**src/hw/rtl/afl_pkg.sv**
```systemverilog
// Arrival flow table shared types, constants and address classifiers.
// Used by afl_cfg, afl_ctrl, afl_dp and the top level; depends on nothing.
package afl_pkg;

  localparam logic [7:0]  PROTO_TCP = 8'd6;
  localparam logic [7:0]  PROTO_UDP = 8'd17;

  localparam logic [15:0] WEB_PORT_RESET   = 16'd80;
  localparam logic [15:0] PROBE_PORT_RESET = 16'd4444;

  localparam logic       REG_WEB_PORT   = 1'b0;
  localparam logic       REG_PROBE_PORT = 1'b1;
  localparam int unsigned CFG_ADDR_W    = 3;

  localparam logic       ACT_RECORD  = 1'b0;
  localparam logic       ACT_VERDICT = 1'b1;

  typedef struct packed {
    logic [7:0]  protocol;
    logic [31:0] source;
    logic [15:0] source_port;
    logic [15:0] dest_port;
    logic [31:0] count;
    logic [62:0] time_us;
  } entry_t;

  typedef enum logic [1:0] {
    ST_IDLE,
    ST_SCAN,
    ST_WRITE,
    ST_FIN
  } state_t;

  typedef struct packed {
    logic start;
    logic scan_en;
    logic write_en;
    logic load_out;
  } cmd_t;

  typedef struct packed {
    logic scan_done;
    logic verdict;
    logic out_free;
  } sts_t;

  function automatic logic in_amateur_net(input logic [31:0] a);
    return ((a & 32'hFF80_0000) == 32'h2C00_0000) ||
           ((a & 32'hFFC0_0000) == 32'h2C80_0000);
  endfunction

  function automatic logic in_private_net(input logic [31:0] a);
    return ((a & 32'hFF00_0000) == 32'h0A00_0000) ||
           ((a & 32'hFFF0_0000) == 32'hAC10_0000) ||
           ((a & 32'hFFFF_0000) == 32'hC0A8_0000) ||
           ((a & 32'hFFC0_0000) == 32'h6440_0000);
  endfunction

endpackage

```
**src/hw/rtl/afl_chan_if.sv**
```systemverilog
// Valid/ready channel interfaces for arrival and result transactions.
// Depends on nothing.
interface afl_in_if;
  logic        valid;
  logic        ready;
  logic        action;
  logic [7:0]  protocol;
  logic [31:0] source_addr;
  logic [15:0] source_port;
  logic [15:0] dest_port;
  logic [62:0] now_us;

  modport source (output valid, action, protocol, source_addr, source_port, dest_port,
                  now_us, input ready);
  modport sink (input valid, action, protocol, source_addr, source_port, dest_port,
                now_us, output ready);
endinterface

interface afl_out_if;
  logic        valid;
  logic        ready;
  logic        matched;
  logic [3:0]  slot_used;
  logic [31:0] hit_count;
  logic        web_seen;
  logic        probe_seen;
  logic        from_amateur_net;
  logic        from_routable;
  logic        newest_found;
  logic [31:0] newest_source;
  logic [62:0] newest_age_us;

  modport source (output valid, matched, slot_used, hit_count, web_seen, probe_seen,
                  from_amateur_net, from_routable, newest_found, newest_source,
                  newest_age_us, input ready);
  modport sink (input valid, matched, slot_used, hit_count, web_seen, probe_seen,
                from_amateur_net, from_routable, newest_found, newest_source,
                newest_age_us, output ready);
endinterface

```
**src/hw/rtl/afl_ram.sv**
```systemverilog
// Generic single-write, single-read RAM with registered read data.
// Depends on nothing.
module afl_ram #(
  parameter int unsigned WIDTH = 8,
  parameter int unsigned DEPTH = 16
) (
  input  logic                     clk,
  input  logic                     we,
  input  logic [$clog2(DEPTH)-1:0] waddr,
  input  logic [WIDTH-1:0]         wdata,
  input  logic [$clog2(DEPTH)-1:0] raddr,
  output logic [WIDTH-1:0]         rdata
);

  logic [WIDTH-1:0] mem [DEPTH];
  logic [WIDTH-1:0] rdata_r;

  always_ff @(posedge clk) begin
    if (we) begin
      mem[waddr] <= wdata;
    end
    rdata_r <= mem[raddr];
  end

  assign rdata = rdata_r;

endmodule

```
**src/hw/rtl/afl_cfg.sv**
```systemverilog
// APB-style configuration registers for the web and probe ports.
// Depends on afl_pkg.
module afl_cfg (
  input  logic                         clk,
  input  logic                         rst_n,
  input  logic                         psel,
  input  logic                         penable,
  input  logic                         pwrite,
  input  logic [afl_pkg::CFG_ADDR_W-1:0] paddr,
  input  logic [31:0]                  pwdata,
  output logic [31:0]                  prdata,
  output logic                         pready,
  output logic [15:0]                  web_port,
  output logic [15:0]                  probe_port
);

  logic [15:0] web_port_r, web_port_nxt;
  logic [15:0] probe_port_r, probe_port_nxt;
  logic        wr;

  assign wr     = psel & penable & pwrite;
  assign pready = 1'b1;

  always_comb begin
    web_port_nxt   = web_port_r;
    probe_port_nxt = probe_port_r;
    if (wr) begin
      unique case (paddr[2])
        afl_pkg::REG_WEB_PORT:   web_port_nxt   = pwdata[15:0];
        afl_pkg::REG_PROBE_PORT: probe_port_nxt = pwdata[15:0];
        default:                 web_port_nxt   = web_port_r;
      endcase
    end
  end

  always_ff @(posedge clk) begin
    if (!rst_n) begin
      web_port_r   <= afl_pkg::WEB_PORT_RESET;
      probe_port_r <= afl_pkg::PROBE_PORT_RESET;
    end else begin
      web_port_r   <= web_port_nxt;
      probe_port_r <= probe_port_nxt;
    end
  end

  always_comb begin
    unique case (paddr[2])
      afl_pkg::REG_WEB_PORT:   prdata = {16'd0, web_port_r};
      afl_pkg::REG_PROBE_PORT: prdata = {16'd0, probe_port_r};
      default:                 prdata = 32'd0;
    endcase
  end

  assign web_port   = web_port_r;
  assign probe_port = probe_port_r;

endmodule

```
**src/hw/rtl/afl_ctrl.sv**
```systemverilog
// Controller state machine: accept, scan, write back (record only), deliver.
// Depends on afl_pkg.
module afl_ctrl (
  input  logic          clk,
  input  logic          rst_n,
  input  logic          in_valid,
  output logic          in_ready,
  input  afl_pkg::sts_t sts,
  output afl_pkg::cmd_t cmd
);

  afl_pkg::state_t state_r, state_nxt;

  always_comb begin
    state_nxt = state_r;
    unique case (state_r)
      afl_pkg::ST_IDLE:  if (in_valid) state_nxt = afl_pkg::ST_SCAN;
      afl_pkg::ST_SCAN: begin
        if (sts.scan_done) begin
          state_nxt = sts.verdict ? afl_pkg::ST_FIN : afl_pkg::ST_WRITE;
        end
      end
      afl_pkg::ST_WRITE: state_nxt = afl_pkg::ST_FIN;
      afl_pkg::ST_FIN:   if (sts.out_free) state_nxt = afl_pkg::ST_IDLE;
      default:           state_nxt = afl_pkg::ST_IDLE;
    endcase
  end

  always_comb begin
    cmd      = '0;
    in_ready = 1'b0;
    unique case (state_r)
      afl_pkg::ST_IDLE: begin
        in_ready  = 1'b1;
        cmd.start = in_valid;
      end
      afl_pkg::ST_SCAN:  cmd.scan_en  = ~sts.scan_done;
      afl_pkg::ST_WRITE: cmd.write_en = 1'b1;
      afl_pkg::ST_FIN:   cmd.load_out = sts.out_free;
      default:           cmd          = '0;
    endcase
  end

  always_ff @(posedge clk) begin
    if (!rst_n) begin
      state_r <= afl_pkg::ST_IDLE;
    end else begin
      state_r <= state_nxt;
    end
  end

endmodule

```
**src/hw/rtl/afl_dp.sv**
```systemverilog
// Datapath: entry RAM, valid bits, scan compare stage, verdict accumulators,
// write back and output register. Depends on afl_pkg and afl_ram.
module afl_dp #(
  parameter int unsigned TABLE_ENTRIES = 16
) (
  input  logic          clk,
  input  logic          rst_n,
  input  afl_pkg::cmd_t cmd,
  output afl_pkg::sts_t sts,
  input  logic [15:0]   web_port,
  input  logic [15:0]   probe_port,
  input  logic          in_action,
  input  logic [7:0]    in_protocol,
  input  logic [31:0]   in_source_addr,
  input  logic [15:0]   in_source_port,
  input  logic [15:0]   in_dest_port,
  input  logic [62:0]   in_now_us,
  output logic          out_valid,
  input  logic          out_ready,
  output logic          out_matched,
  output logic [3:0]    out_slot_used,
  output logic [31:0]   out_hit_count,
  output logic          out_web_seen,
  output logic          out_probe_seen,
  output logic          out_from_amateur_net,
  output logic          out_from_routable,
  output logic          out_newest_found,
  output logic [31:0]   out_newest_source,
  output logic [62:0]   out_newest_age_us
);

  localparam int unsigned IW = $clog2(TABLE_ENTRIES);
  localparam int unsigned CW = IW + 1;
  localparam int unsigned EW = $bits(afl_pkg::entry_t);

  // latched transaction
  logic        act_r;
  logic [7:0]  proto_r;
  logic [31:0] src_r;
  logic [15:0] sport_r;
  logic [15:0] dport_r;
  logic [62:0] now_r;

  logic [TABLE_ENTRIES-1:0] valid_r;
  logic [IW-1:0]            ptr_r;
  logic [CW-1:0]            rd_cnt_r;
  logic                     cmp_vld_r;
  logic [IW-1:0]            cmp_idx_r;
  logic                     found_r;
  logic                     end_r;
  logic [IW-1:0]            hit_idx_r;
  afl_pkg::entry_t          hit_entry_r;
  logic [IW-1:0]            slot_hold_r;

  logic        web_r, probe_r, amateur_r, public_r;
  logic [62:0] newest_r;
  logic [31:0] newest_src_r;

  logic            rd_issue;
  logic            cmp_live;
  logic            hit;
  afl_pkg::entry_t rd_entry;
  logic [EW-1:0]   rdata;
  afl_pkg::entry_t wr_entry;
  logic [IW-1:0]   waddr;
  logic [62:0]     age;

  logic        out_valid_r;
  logic        matched_r;
  logic [3:0]  slot_r;
  logic [31:0] count_r;
  logic        web_out_r, probe_out_r, amateur_out_r, public_out_r, found_out_r;
  logic [31:0] newest_src_out_r;
  logic [62:0] age_out_r;

  assign rd_issue = cmd.scan_en & (rd_cnt_r < CW'(TABLE_ENTRIES));
  assign rd_entry = afl_pkg::entry_t'(rdata);
  assign cmp_live = cmd.scan_en & cmp_vld_r & valid_r[cmp_idx_r];
  assign hit      = (rd_entry.protocol == proto_r) && (rd_entry.source == src_r) &&
                    (rd_entry.dest_port == dport_r);

  always_comb begin
    if (found_r) begin
      waddr                = hit_idx_r;
      wr_entry             = hit_entry_r;
      wr_entry.count       = hit_entry_r.count + 32'd1;
      wr_entry.source_port = sport_r;
      wr_entry.time_us     = now_r;
    end else begin
      waddr                = ptr_r;
      wr_entry.protocol    = proto_r;
      wr_entry.source      = src_r;
      wr_entry.source_port = sport_r;
      wr_entry.dest_port   = dport_r;
      wr_entry.count       = 32'd1;
      wr_entry.time_us     = now_r;
    end
  end

  assign age = ((newest_r != '0) && (now_r > newest_r)) ? (now_r - newest_r) : '0;

  afl_ram #(
    .WIDTH (EW),
    .DEPTH (TABLE_ENTRIES)
  ) u_ram (
    .clk   (clk),
    .we    (cmd.write_en),
    .waddr (waddr),
    .wdata (EW'(wr_entry)),
    .raddr (rd_cnt_r[IW-1:0]),
    .rdata (rdata)
  );

  always_ff @(posedge clk) begin
    if (cmd.start) begin
      act_r   <= in_action;
      proto_r <= in_protocol;
      src_r   <= in_source_addr;
      sport_r <= in_source_port;
      dport_r <= in_dest_port;
      now_r   <= in_now_us;
    end
    cmp_idx_r <= rd_cnt_r[IW-1:0];
    if (cmd.start) begin
      web_r        <= 1'b0;
      probe_r      <= 1'b0;
      amateur_r    <= 1'b0;
      public_r     <= 1'b0;
      newest_r     <= '0;
      newest_src_r <= '0;
    end else if (cmp_live) begin
      if (rd_entry.protocol == afl_pkg::PROTO_TCP && rd_entry.dest_port == web_port) begin
        web_r <= 1'b1;
      end
      if (rd_entry.protocol == afl_pkg::PROTO_UDP && rd_entry.dest_port == probe_port) begin
        probe_r <= 1'b1;
      end
      if (afl_pkg::in_amateur_net(rd_entry.source)) begin
        amateur_r <= 1'b1;
      end
      if (!afl_pkg::in_private_net(rd_entry.source)) begin
        public_r <= 1'b1;
      end
      if (rd_entry.time_us > newest_r) begin
        newest_r     <= rd_entry.time_us;
        newest_src_r <= rd_entry.source;
      end
    end
    if (cmp_live && hit && !found_r && act_r == afl_pkg::ACT_RECORD) begin
      hit_idx_r   <= cmp_idx_r;
      hit_entry_r <= rd_entry;
    end
    // hold the written slot; on a new entry the replace pointer advances on the same edge
    if (cmd.write_en) begin
      slot_hold_r <= waddr;
    end
    if (cmd.load_out) begin
      if (act_r == afl_pkg::ACT_RECORD) begin
        matched_r        <= found_r;
        slot_r           <= 4'(slot_hold_r);
        count_r          <= wr_entry.count;
        web_out_r        <= 1'b0;
        probe_out_r      <= 1'b0;
        amateur_out_r    <= 1'b0;
        public_out_r     <= 1'b0;
        found_out_r      <= 1'b0;
        newest_src_out_r <= '0;
        age_out_r        <= '0;
      end else begin
        matched_r        <= 1'b0;
        slot_r           <= '0;
        count_r          <= '0;
        web_out_r        <= web_r;
        probe_out_r      <= probe_r;
        amateur_out_r    <= amateur_r;
        public_out_r     <= public_r;
        found_out_r      <= (newest_r != '0);
        newest_src_out_r <= newest_src_r;
        age_out_r        <= age;
      end
    end
  end

  always_ff @(posedge clk) begin
    if (!rst_n) begin
      valid_r     <= '0;
      ptr_r       <= '0;
      rd_cnt_r    <= '0;
      cmp_vld_r   <= 1'b0;
      found_r     <= 1'b0;
      end_r       <= 1'b0;
      out_valid_r <= 1'b0;
    end else begin
      if (cmd.start) begin
        rd_cnt_r  <= '0;
        cmp_vld_r <= 1'b0;
        found_r   <= 1'b0;
        end_r     <= 1'b0;
      end else begin
        if (rd_issue) begin
          rd_cnt_r <= rd_cnt_r + CW'(1);
        end
        cmp_vld_r <= rd_issue;
        if (cmp_live && hit && act_r == afl_pkg::ACT_RECORD) begin
          found_r <= 1'b1;
        end
        if (cmd.scan_en && cmp_vld_r && cmp_idx_r == IW'(TABLE_ENTRIES - 1)) begin
          end_r <= 1'b1;
        end
      end
      if (cmd.write_en && !found_r) begin
        valid_r[ptr_r] <= 1'b1;
        ptr_r          <= (ptr_r == IW'(TABLE_ENTRIES - 1)) ? '0 : ptr_r + IW'(1);
      end
      if (cmd.load_out) begin
        out_valid_r <= 1'b1;
      end else if (out_ready) begin
        out_valid_r <= 1'b0;
      end
    end
  end

  assign sts.scan_done = found_r | end_r;
  assign sts.verdict   = (act_r == afl_pkg::ACT_VERDICT);
  assign sts.out_free  = ~out_valid_r | out_ready;

  assign out_valid            = out_valid_r;
  assign out_matched          = matched_r;
  assign out_slot_used        = slot_r;
  assign out_hit_count        = count_r;
  assign out_web_seen         = web_out_r;
  assign out_probe_seen       = probe_out_r;
  assign out_from_amateur_net = amateur_out_r;
  assign out_from_routable    = public_out_r;
  assign out_newest_found     = found_out_r;
  assign out_newest_source    = newest_src_out_r;
  assign out_newest_age_us    = age_out_r;

endmodule

```
**src/hw/rtl/arrival_flow_table.sv**
```systemverilog
// Arrival flow table top level. A record scans the table until a match or the last entry,
// then writes back; a verdict scans every entry and skips the write back. The entry RAM is
// read one entry per cycle during the scan, and a new transaction is taken only once the
// result of the last has been loaded. A finished result waits in the output register.
// Reset: valid bits and replace pointer cleared, web port 80, probe port 4444; no
// clearing pass. Depends on afl_pkg, afl_chan_if, afl_cfg, afl_ctrl, afl_dp, afl_ram.
module arrival_flow_table #(
  parameter int unsigned TABLE_ENTRIES = 16
) (
  input  logic                           clk,
  input  logic                           rst_n,
  afl_in_if.sink                         in_if,
  afl_out_if.source                      out_if,
  input  logic                           psel,
  input  logic                           penable,
  input  logic                           pwrite,
  input  logic [afl_pkg::CFG_ADDR_W-1:0] paddr,
  input  logic [31:0]                    pwdata,
  output logic [31:0]                    prdata,
  output logic                           pready
);

  afl_pkg::cmd_t cmd;
  afl_pkg::sts_t sts;
  logic [15:0]   web_port;
  logic [15:0]   probe_port;
  logic          in_ready;

  assign in_if.ready = in_ready;

  afl_cfg u_cfg (
    .clk        (clk),
    .rst_n      (rst_n),
    .psel       (psel),
    .penable    (penable),
    .pwrite     (pwrite),
    .paddr      (paddr),
    .pwdata     (pwdata),
    .prdata     (prdata),
    .pready     (pready),
    .web_port   (web_port),
    .probe_port (probe_port)
  );

  afl_ctrl u_ctrl (
    .clk      (clk),
    .rst_n    (rst_n),
    .in_valid (in_if.valid),
    .in_ready (in_ready),
    .sts      (sts),
    .cmd      (cmd)
  );

  afl_dp #(
    .TABLE_ENTRIES (TABLE_ENTRIES)
  ) u_dp (
    .clk                  (clk),
    .rst_n                (rst_n),
    .cmd                  (cmd),
    .sts                  (sts),
    .web_port             (web_port),
    .probe_port           (probe_port),
    .in_action            (in_if.action),
    .in_protocol          (in_if.protocol),
    .in_source_addr       (in_if.source_addr),
    .in_source_port       (in_if.source_port),
    .in_dest_port         (in_if.dest_port),
    .in_now_us            (in_if.now_us),
    .out_valid            (out_if.valid),
    .out_ready            (out_if.ready),
    .out_matched          (out_if.matched),
    .out_slot_used        (out_if.slot_used),
    .out_hit_count        (out_if.hit_count),
    .out_web_seen         (out_if.web_seen),
    .out_probe_seen       (out_if.probe_seen),
    .out_from_amateur_net (out_if.from_amateur_net),
    .out_from_routable    (out_if.from_routable),
    .out_newest_found     (out_if.newest_found),
    .out_newest_source    (out_if.newest_source),
    .out_newest_age_us    (out_if.newest_age_us)
  );

endmodule
```
**src/flat_wrapper.sv**
```systemverilog
// flat-port wrapper written by rule: the top's interface ports become plain ports
module arrival_flow_table_flat 
#(
  parameter int unsigned TABLE_ENTRIES = 16
)
  (clk, rst_n, psel, penable, pwrite, paddr, pwdata, prdata, pready, in_if_valid, in_if_action, in_if_protocol, in_if_source_addr, in_if_source_port, in_if_dest_port, in_if_now_us, in_if_ready, out_if_valid, out_if_matched, out_if_slot_used, out_if_hit_count, out_if_web_seen, out_if_probe_seen, out_if_from_amateur_net, out_if_from_routable, out_if_newest_found, out_if_newest_source, out_if_newest_age_us, out_if_ready);
  afl_in_if in_if_i ();
  afl_out_if out_if_i ();
  input  logic clk;
  input  logic rst_n;
  input  logic psel;
  input  logic penable;
  input  logic pwrite;
  input  logic [afl_pkg::CFG_ADDR_W-1:0] paddr;
  input  logic [31:0] pwdata;
  output logic [31:0] prdata;
  output logic pready;
  input wire logic [$bits(in_if_i.valid)-1:0] in_if_valid;
  input wire logic [$bits(in_if_i.action)-1:0] in_if_action;
  input wire logic [$bits(in_if_i.protocol)-1:0] in_if_protocol;
  input wire logic [$bits(in_if_i.source_addr)-1:0] in_if_source_addr;
  input wire logic [$bits(in_if_i.source_port)-1:0] in_if_source_port;
  input wire logic [$bits(in_if_i.dest_port)-1:0] in_if_dest_port;
  input wire logic [$bits(in_if_i.now_us)-1:0] in_if_now_us;
  output wire logic [$bits(in_if_i.ready)-1:0] in_if_ready;
  output wire logic [$bits(out_if_i.valid)-1:0] out_if_valid;
  output wire logic [$bits(out_if_i.matched)-1:0] out_if_matched;
  output wire logic [$bits(out_if_i.slot_used)-1:0] out_if_slot_used;
  output wire logic [$bits(out_if_i.hit_count)-1:0] out_if_hit_count;
  output wire logic [$bits(out_if_i.web_seen)-1:0] out_if_web_seen;
  output wire logic [$bits(out_if_i.probe_seen)-1:0] out_if_probe_seen;
  output wire logic [$bits(out_if_i.from_amateur_net)-1:0] out_if_from_amateur_net;
  output wire logic [$bits(out_if_i.from_routable)-1:0] out_if_from_routable;
  output wire logic [$bits(out_if_i.newest_found)-1:0] out_if_newest_found;
  output wire logic [$bits(out_if_i.newest_source)-1:0] out_if_newest_source;
  output wire logic [$bits(out_if_i.newest_age_us)-1:0] out_if_newest_age_us;
  input wire logic [$bits(out_if_i.ready)-1:0] out_if_ready;
  assign in_if_i.valid = in_if_valid;
  assign in_if_i.action = in_if_action;
  assign in_if_i.protocol = in_if_protocol;
  assign in_if_i.source_addr = in_if_source_addr;
  assign in_if_i.source_port = in_if_source_port;
  assign in_if_i.dest_port = in_if_dest_port;
  assign in_if_i.now_us = in_if_now_us;
  assign in_if_ready = in_if_i.ready;
  assign out_if_valid = out_if_i.valid;
  assign out_if_matched = out_if_i.matched;
  assign out_if_slot_used = out_if_i.slot_used;
  assign out_if_hit_count = out_if_i.hit_count;
  assign out_if_web_seen = out_if_i.web_seen;
  assign out_if_probe_seen = out_if_i.probe_seen;
  assign out_if_from_amateur_net = out_if_i.from_amateur_net;
  assign out_if_from_routable = out_if_i.from_routable;
  assign out_if_newest_found = out_if_i.newest_found;
  assign out_if_newest_source = out_if_i.newest_source;
  assign out_if_newest_age_us = out_if_i.newest_age_us;
  assign out_if_i.ready = out_if_ready;
  arrival_flow_table #(.TABLE_ENTRIES(TABLE_ENTRIES)) u_core (.clk(clk), .rst_n(rst_n), .in_if(in_if_i), .out_if(out_if_i), .psel(psel), .penable(penable), .pwrite(pwrite), .paddr(paddr), .pwdata(pwdata), .prdata(prdata), .pready(pready));
endmodule
```
**config.mk**
```make
export PLATFORM = sky130hd
export DESIGN_NAME = arrival_flow_table_flat
export DESIGN_NICKNAME = d
export VERILOG_FILES = /design/src/hw/rtl/afl_pkg.sv /design/src/hw/rtl/afl_chan_if.sv /design/src/hw/rtl/afl_ram.sv /design/src/hw/rtl/afl_cfg.sv /design/src/hw/rtl/afl_ctrl.sv /design/src/hw/rtl/afl_dp.sv /design/src/hw/rtl/arrival_flow_table.sv /design/src/flat_wrapper.sv
export SDC_FILE = /design/constraint.sdc
export NUM_CORES = 2
export LEC_CHECK = 0
export BUFFER_PORTS_ARGS = -buffer_cell sky130_fd_sc_hd__buf_4
export CAP_MARGIN = 10
export CORE_ASPECT_RATIO = 2
export CORE_MARGIN = 2
export CORE_UTILIZATION = 38
export CTS_CLUSTER_DIAMETER = 100
export DETAILED_ROUTE_END_ITERATION = 8
export PLACE_DENSITY = 0.52
export SETUP_SLACK_MARGIN = 0.2
export SKIP_CTS_REPAIR_TIMING = 1
export SYNTH_ARGS = -nofsm -noshare
export SYNTH_HDL_FRONTEND = slang
export SYNTH_SLANG_ARGS = --single-unit
export TNS_END_PERCENT = 30
```
**constraint.sdc**
```tcl
create_clock -name clk -period 13.46 [get_ports clk]
set_input_delay 0.673 -clock clk [delete_from_list [all_inputs] [get_ports clk]]
set_output_delay 0.673 -clock clk [all_outputs]
set_load 0.02 [all_outputs]
```
# Word-level counts from Yosys, hierarchy flattened
# Memories as Yosys holds them, arrays and structs flattened. A register that Yosys moved wholly into a read port is not among the register bits.
# Index checks and enable logic that the tools add are counted.
# word_totals
regBits	535
latch_bits	0
ramBits	2672
mem_bits_ro	0
in_bits	178
out_inout_bits	172
wordCells	138
memories	1
# op_classes
addsub	4
multipliers	0
n_div	0
order_cmp	6
n_eq_ne	21
n_shift	0
mux	22
bitwise	14
n_reduce_logical	31
# memory_table
name	words	width	rd	rd_clocked_by_memory_dff	wr	line_no	source
u_core.u_dp.u_ram.mem	16	167	1	1	1	afl_ram.sv:15	logic [WIDTH-1:0] mem [DEPTH];
# ops
cell	count
$mux W167	1
$gt A63 B63 Y1	2
$pmux W32 S2	1
$reduce_bool A63 Y1	1
$sub A63 B63 Y63	1
$eq A16 B16 Y1	3
$add A32 B1 Y32 const B	1
$eq A32 B32 Y1	1
$eq A16 B16 Y1 const B	1
$or A16 B16 Y16	1
$reduce_and A2 Y1	8
$logic_and A1 B1 Y1	13
$eq A12 B12 Y1 const B	1
$mux W1	12
$eq A10 B8 Y1 const B	1
$eq A10 B9 Y1 const B	1
$lt A4 B5 Y1 const B	2
$eq A9 B7 Y1 const B	1
$eq A4 B4 Y1 const B	2
$eq A8 B3 Y1 const B	1
$eq A8 B4 Y1 const B	1
$eq A8 B5 Y1 const B	1
$eq A8 B8 Y1	1
$mux W4	2
20 further kinds	38

# Longest topological paths before layout
# logic_depth
word_depth	8
mapped_depth	14

# Hierarchy
# From an unflattened synthesis, not the netlist that was laid out.
# unflattened
hier_cells	6673
hier_area_um2	130211.1
# modules_own_cells
mod	instances	cells_each	area_per_inst_um2	seq_area_each_um2
afl_ram	1	4371	103830.8	83580.2
afl_dp	1	2112	24541.0	13723.2
afl_cfg	1	165	1612.8	640.6
afl_ctrl	1	25	226.5	40.0

# Worst setup path after synthesis
# Ideal clock, no wire load.
# synth_path
kind	register to register
startpoint	register u_core.u_dp.found_r
endpoint	memory u_core.u_dp.u_ram.mem[9][0] in the netlist's numbering, enable pin
setup_ps	663
arrival_time_ps	7583
required_time_ps	12797
path_slack_ps	5214
stages_incl_launch_ff	6
path_buffers	2
cell_sequence	dfxtp_1 > clkbuf_1 > clkbuf_1 > mux2i_1 > nand3_1 > nor2_1
# synth_via
elab_chain_len	1
# synth_lines
item	line_no	source
from (decl)	afl_dp.sv:49	logic found_r;
from (signal assigned)	afl_dp.sv:190	found_r <= 1'b0;
from (signal assigned)	afl_dp.sv:197	found_r <= 1'b0;
from (signal assigned)	afl_dp.sv:205	found_r <= 1'b1;
$mux W4	afl_dp.sv:83	if (found_r) begin
to (decl)	afl_ram.sv:15	
# Every way passes these cells.

# Final worst setup path
# layout_path
startpoint	register u_core.u_dp.now_r[32]
endpoint	register u_core.u_dp.age_out_r[61] (netlist: u_core.u_dp.out_newest_age_us[61]) (data pin)
# layout_via
elab_chain_len	3
# layout_lines
item	line_no	source
from (decl)	afl_dp.sv:42	logic [62:0] now_r;
from (signal assigned)	afl_dp.sv:121	now_r <= in_now_us;
$gt A63 B63 Y1	afl_dp.sv:100	assign age = ((newest_r != '0) && (now_r > newest_r)) ? (now_r - newest_r) : '0;
$logic_and A1 B1 Y1	afl_dp.sv:100	
$reduce_and A2 Y1 (no source line)	-	
to (signal assigned)	afl_dp.sv:179	age_out_r <= age;
to (decl)	afl_dp.sv:74	logic [62:0] age_out_r;
# Parallel ways exist; a longest one is shown, timed or not.
# A chain may end at the register's enable or synchronous reset.

==> qor.txt <==
Sequential share of power: 50.6%
Async SR Flop Fraction: 0%
Number of global-route vias before repair: 62300
Final worst path period need: 4.83 ns
Post-Synth Simple-Gate Area: 2.99%
Hold Slack: 0.0358 ns
Mean post-synth cell area: 20.4 sq um
Gpl congestion: 0.912
Hold-critical path depth: 3
Core area: 312000 sq um
Syn. warnings: 0
Worst path bufs/invs: 2
Clock share of power: 35.5%
Via Count: 58700
Worst r2r src: u_core.u_dp.now_r[32]$_DFFE_PP_
Die W: 400 microns
GR Overflow Total: 0
Inserted Clock Buffers: 292
Initial Utilization: 38.2%
Slowest cell on crit path: edfxtp_1
DP Wirelength: 176000 microns
Buffers on Ports: 298
Fin worst setup slack: 8.63 ns
Status: complete, no violations
Via density: 5.47
Cell with the most instances after synthesis: edfxtp_1
Reg2Reg Depth: 12
Clock-pin transition on the worst setup and hold timing paths: 0.06 ns
Clock latency on the worst-skew pair: 0.87 ns
CP delay by family, top: compound AO/OA/AOI/OAI gates
Routed wire length: 318000 microns
RSZ-0062 raised after global routing: no
Cell count along the critical path: 12
Startpoint types: flop
Area Growth Syn to Fin: 15.2%
Share of cells above drive strength 1: 25.9%
Most used DFF post-synth: edfxtp_1
Die height: 796 microns
Post-synth EDFFs: 2769
DIE AREA: 319000 sq um
Pleak: 43.5 nW
DR iter-0 viols: 4955
Post-synthesis mux area share: 15.8%
Total clock sinks: 3086
Compound-cell area share of the yosys netlist: 2.19%
Synth top area cells: edfxtp_1, mux4_2, dfxtp_1
Cell taking the most area after synthesis: edfxtp_1
Final TNS setup: 0 ns
Antenna Nets Post-Route: 0
Hold Path Sink: u_core.u_cfg.probe_port[4]$_SDFFE_PN1P_
Global-route wire length before repair: 453000 microns
Switching Power: 0.00610 W
Switching share of power: 25.9%
FP Rows: 290
Synthesized cell area: 119000 sq um
Synth Area in Adders: 1.44%
Cell count after synthesis: 5841
Pre-antenna DRT Iters: 6
# DRC: 0
Slew HR: 19.4%
Post-Synth XOR/XNOR Area: 1.12%
Clk_skew: 0.0574 ns
Total GRT Usage: 19.8%
Critical setup path kind: flop to flop
Nets: 6719
Top-area cell type share of the netlist area: 69.7%
Critical Path Fanout Max: 40
Routed len/inst: 29.6 microns
Filler cell count: 26900
Max-Cap Viols: 0
Hold Crit Start: pwdata[4]
Critical path, cell by cell: ha_1, a21oi_2, o31ai_1, or3_1, a41o_1, nor4_2, a211oi_1, o21ai_4, buf_4, inv_2, and2_0, mux2_2
CP required: 14.06 ns
FMAX: 207 MHz
Final setup viols: 0
Seq/Total Area, Yosys: 75.1%
Antenna violations before repair: 14
Post-synthesis register bit count: 3086
Commonest cells in the synthesized netlist: edfxtp_1, mux4_2, dfxtp_1
Pwr Density: 171 nW/um^2
RR Endpoint: u_core.u_dp.out_newest_age_us[61]$_SDFFCE_PN0P_
Worst Path Arrival: 5.42 ns
CTS tree: yes
Synth cell types: 73
Worst min path class: input port to flop
Crit. End Element: flop
Slew Viols, Final: 0
Largest net degree at the start of global routing: 100
Final period utilization: 35.9%
# IOs: 350
Worst reg2reg setup slack: 8.63 ns
Main combinational cell family by area after synthesis: multiplexers
Clk buf depth: 4
Slowest stage delay, CP: 0.87 ns
Root buffer cell: clkbuf_16
Combinational power share: 14.0%
CTS HTree Levels: 5
Max VDD drop: 0.133 mV
Tightest Pin Transition: 1.20 ns
Final Hold Viols: 0
Worst slack, placed: 8.55 ns
P_int: 0.0174 W
[per-stage QoR]
stage | area (sq um) | cells | total power (W) | utilization (%)
after global routing | 137000 | 10700 | 0.0244 | 44.0
after global placement | 127000 | 10100 | 0.0154 | 40.6
after floorplan | 119000 | 5856 | 0.0141 | -
after CTS | 136000 | 10600 | 0.0238 | 43.7
final | 137000 | 10700 | 0.0235 | 44.0
after detailed placement | 127000 | 10100 | 0.0154 | 40.6
[cell usage in the layout (no fill, tap or decap), types with 42 or more instances in the layout]
| cell | netlist | final |
|---|---|---|
| dfxtp_1 | 317 | 312 |
| xor2_1 | 88 | 88 |
| mux2i_1 | 101 | 101 |
| clkbuf_1 | 184 | 75 |
| inv_1 | 123 | 123 |
| dlygate4sd3_1 | 0 | 111 |
| mux4_2 | 760 | 760 |
| nor2b_1 | 53 | 52 |
| and2_1 | 54 | 53 |
| nand2_1 | 169 | 169 |
| clkbuf_16 | 0 | 300 |
| xnor2_1 | 65 | 65 |
| a21o_1 | 59 | 59 |
| ha_1 | 136 | 136 |
| nand3_1 | 42 | 42 |
| clkinv_2 | 0 | 42 |
| nand4_1 | 51 | 51 |
| edfxtp_1 | 2769 | 2769 |
| o21ai_0 | 64 | 64 |
| buf_4 | 19 | 403 |
| nor2_1 | 259 | 243 |
| a21oi_1 | 96 | 96 |
| mux2_2 | 66 | 66 |
[registers in the layout (all words and copies together), names as in the netlist, 5 cells and up]
signal	cells
u_core.u_dp.u_ram.mem	2416
u_core.u_dp.src_r	32
u_core.u_dp.newest_src_r	32
u_core.u_dp.rd_cnt_r	5
u_core.u_cfg.web_port	16
u_core.u_dp.hit_entry_r	88
u_core.u_cfg.probe_port	16
u_core.u_dp.out_newest_source	32
u_core.u_dp.valid_r	16
u_core.u_dp.now_r	63
u_core.u_dp.out_hit_count	32
u_core.u_dp.u_ram.rdata	151
u_core.u_dp.dport_r	16
u_core.u_dp.out_newest_age_us	63
u_core.u_dp.newest_r	63
u_core.u_dp.proto_r	8
[layout make-up]
| class | count | area, sq um | area share [%] |
|---|---|---|---|
| antenna | 8 | 20.0 | 0.0146 |
| inverter | 124 | 465 | 0.339 |
| multi-input combinational | 2369 | 28300 | 20.6 |
| clock inverter | 129 | 1350 | 0.985 |
| sequential | 3086 | 89500 | 65.2 |
| timing repair buffer | 531 | 4480 | 3.26 |
| clock buffer | 400 | 8130 | 5.92 |
| tap | 4088 | 5110 | 3.72 |
[worst register-to-register path: stages (launching register included)]
cell and delay, ns:
edfxtp_1 0.87, ha_1 0.47, a21oi_2 0.23, o31ai_1 0.11
or3_1 0.40, a41o_1 0.30, nor4_2 0.31, a211oi_1 0.17
o21ai_4 0.60, buf_4 0.52, inv_2 0.15, and2_0 0.18
mux2_2 0.27
[routing by layer]
metal | track usage [%] | share of wire, %
met1 | 26.1 | 41
met2 | 34.3 | 51
met3 | 2.14 | 4.1
met4 | 6.16 | 3.2
met5 | 0 | 0
[power by group through the flow]
stage,Combinational [W],Sequential [W],Clock [W]
final,0.00329,0.0119,0.00834
after global routing,0.00356,0.0119,0.00887
after floorplan,0.00228,0.0118,0
after CTS,0.00333,0.0119,0.00855
after global placement,0.00331,0.0121,0
after detailed placement,0.00332,0.0121,0
[how the worst max path moves through the flow]
| stage | slack [ns] | start | to |
|---|---|---|---|
| after floorplan | 5.21 | u_core.u_dp.found_r$_SDFFE_PP0P_ | u_core.u_dp.u_ram.mem[9][0]$_DFFE_PP_ |
| after global placement | 8.51 | u_core.u_dp.found_r$_SDFFE_PP0P_ | u_core.u_dp.u_ram.mem[7][7]$_DFFE_PP_ |
| after detailed placement | 8.55 | u_core.u_dp.found_r$_SDFFE_PP0P_ | u_core.u_dp.u_ram.mem[7][7]$_DFFE_PP_ |
| after CTS | 8.52 | u_core.u_dp.ptr_r[2]$_SDFFE_PN0P_ | u_core.u_dp.u_ram.mem[7][9]$_DFFE_PP_ |
| after global routing | 8.24 | u_core.u_dp.now_r[4]$_DFFE_PP_ | u_core.u_dp.out_newest_age_us[61]$_SDFFCE_PN0P_ |
| final | 8.63 | u_core.u_dp.now_r[32]$_DFFE_PP_ | u_core.u_dp.out_newest_age_us[61]$_SDFFCE_PN0P_ |
[cell families after synthesis]
family / Yosys count
adder cells (fa/ha/maj): 137
XOR/XNOR: 153
AND/OR/NAND/NOR: 747
multiplexers: 927
flip-flops: 3086
other: 2
AO/OA/AOI/OAI: 388
buffers and inverters: 401
Power figures use the tool's default switching activity.
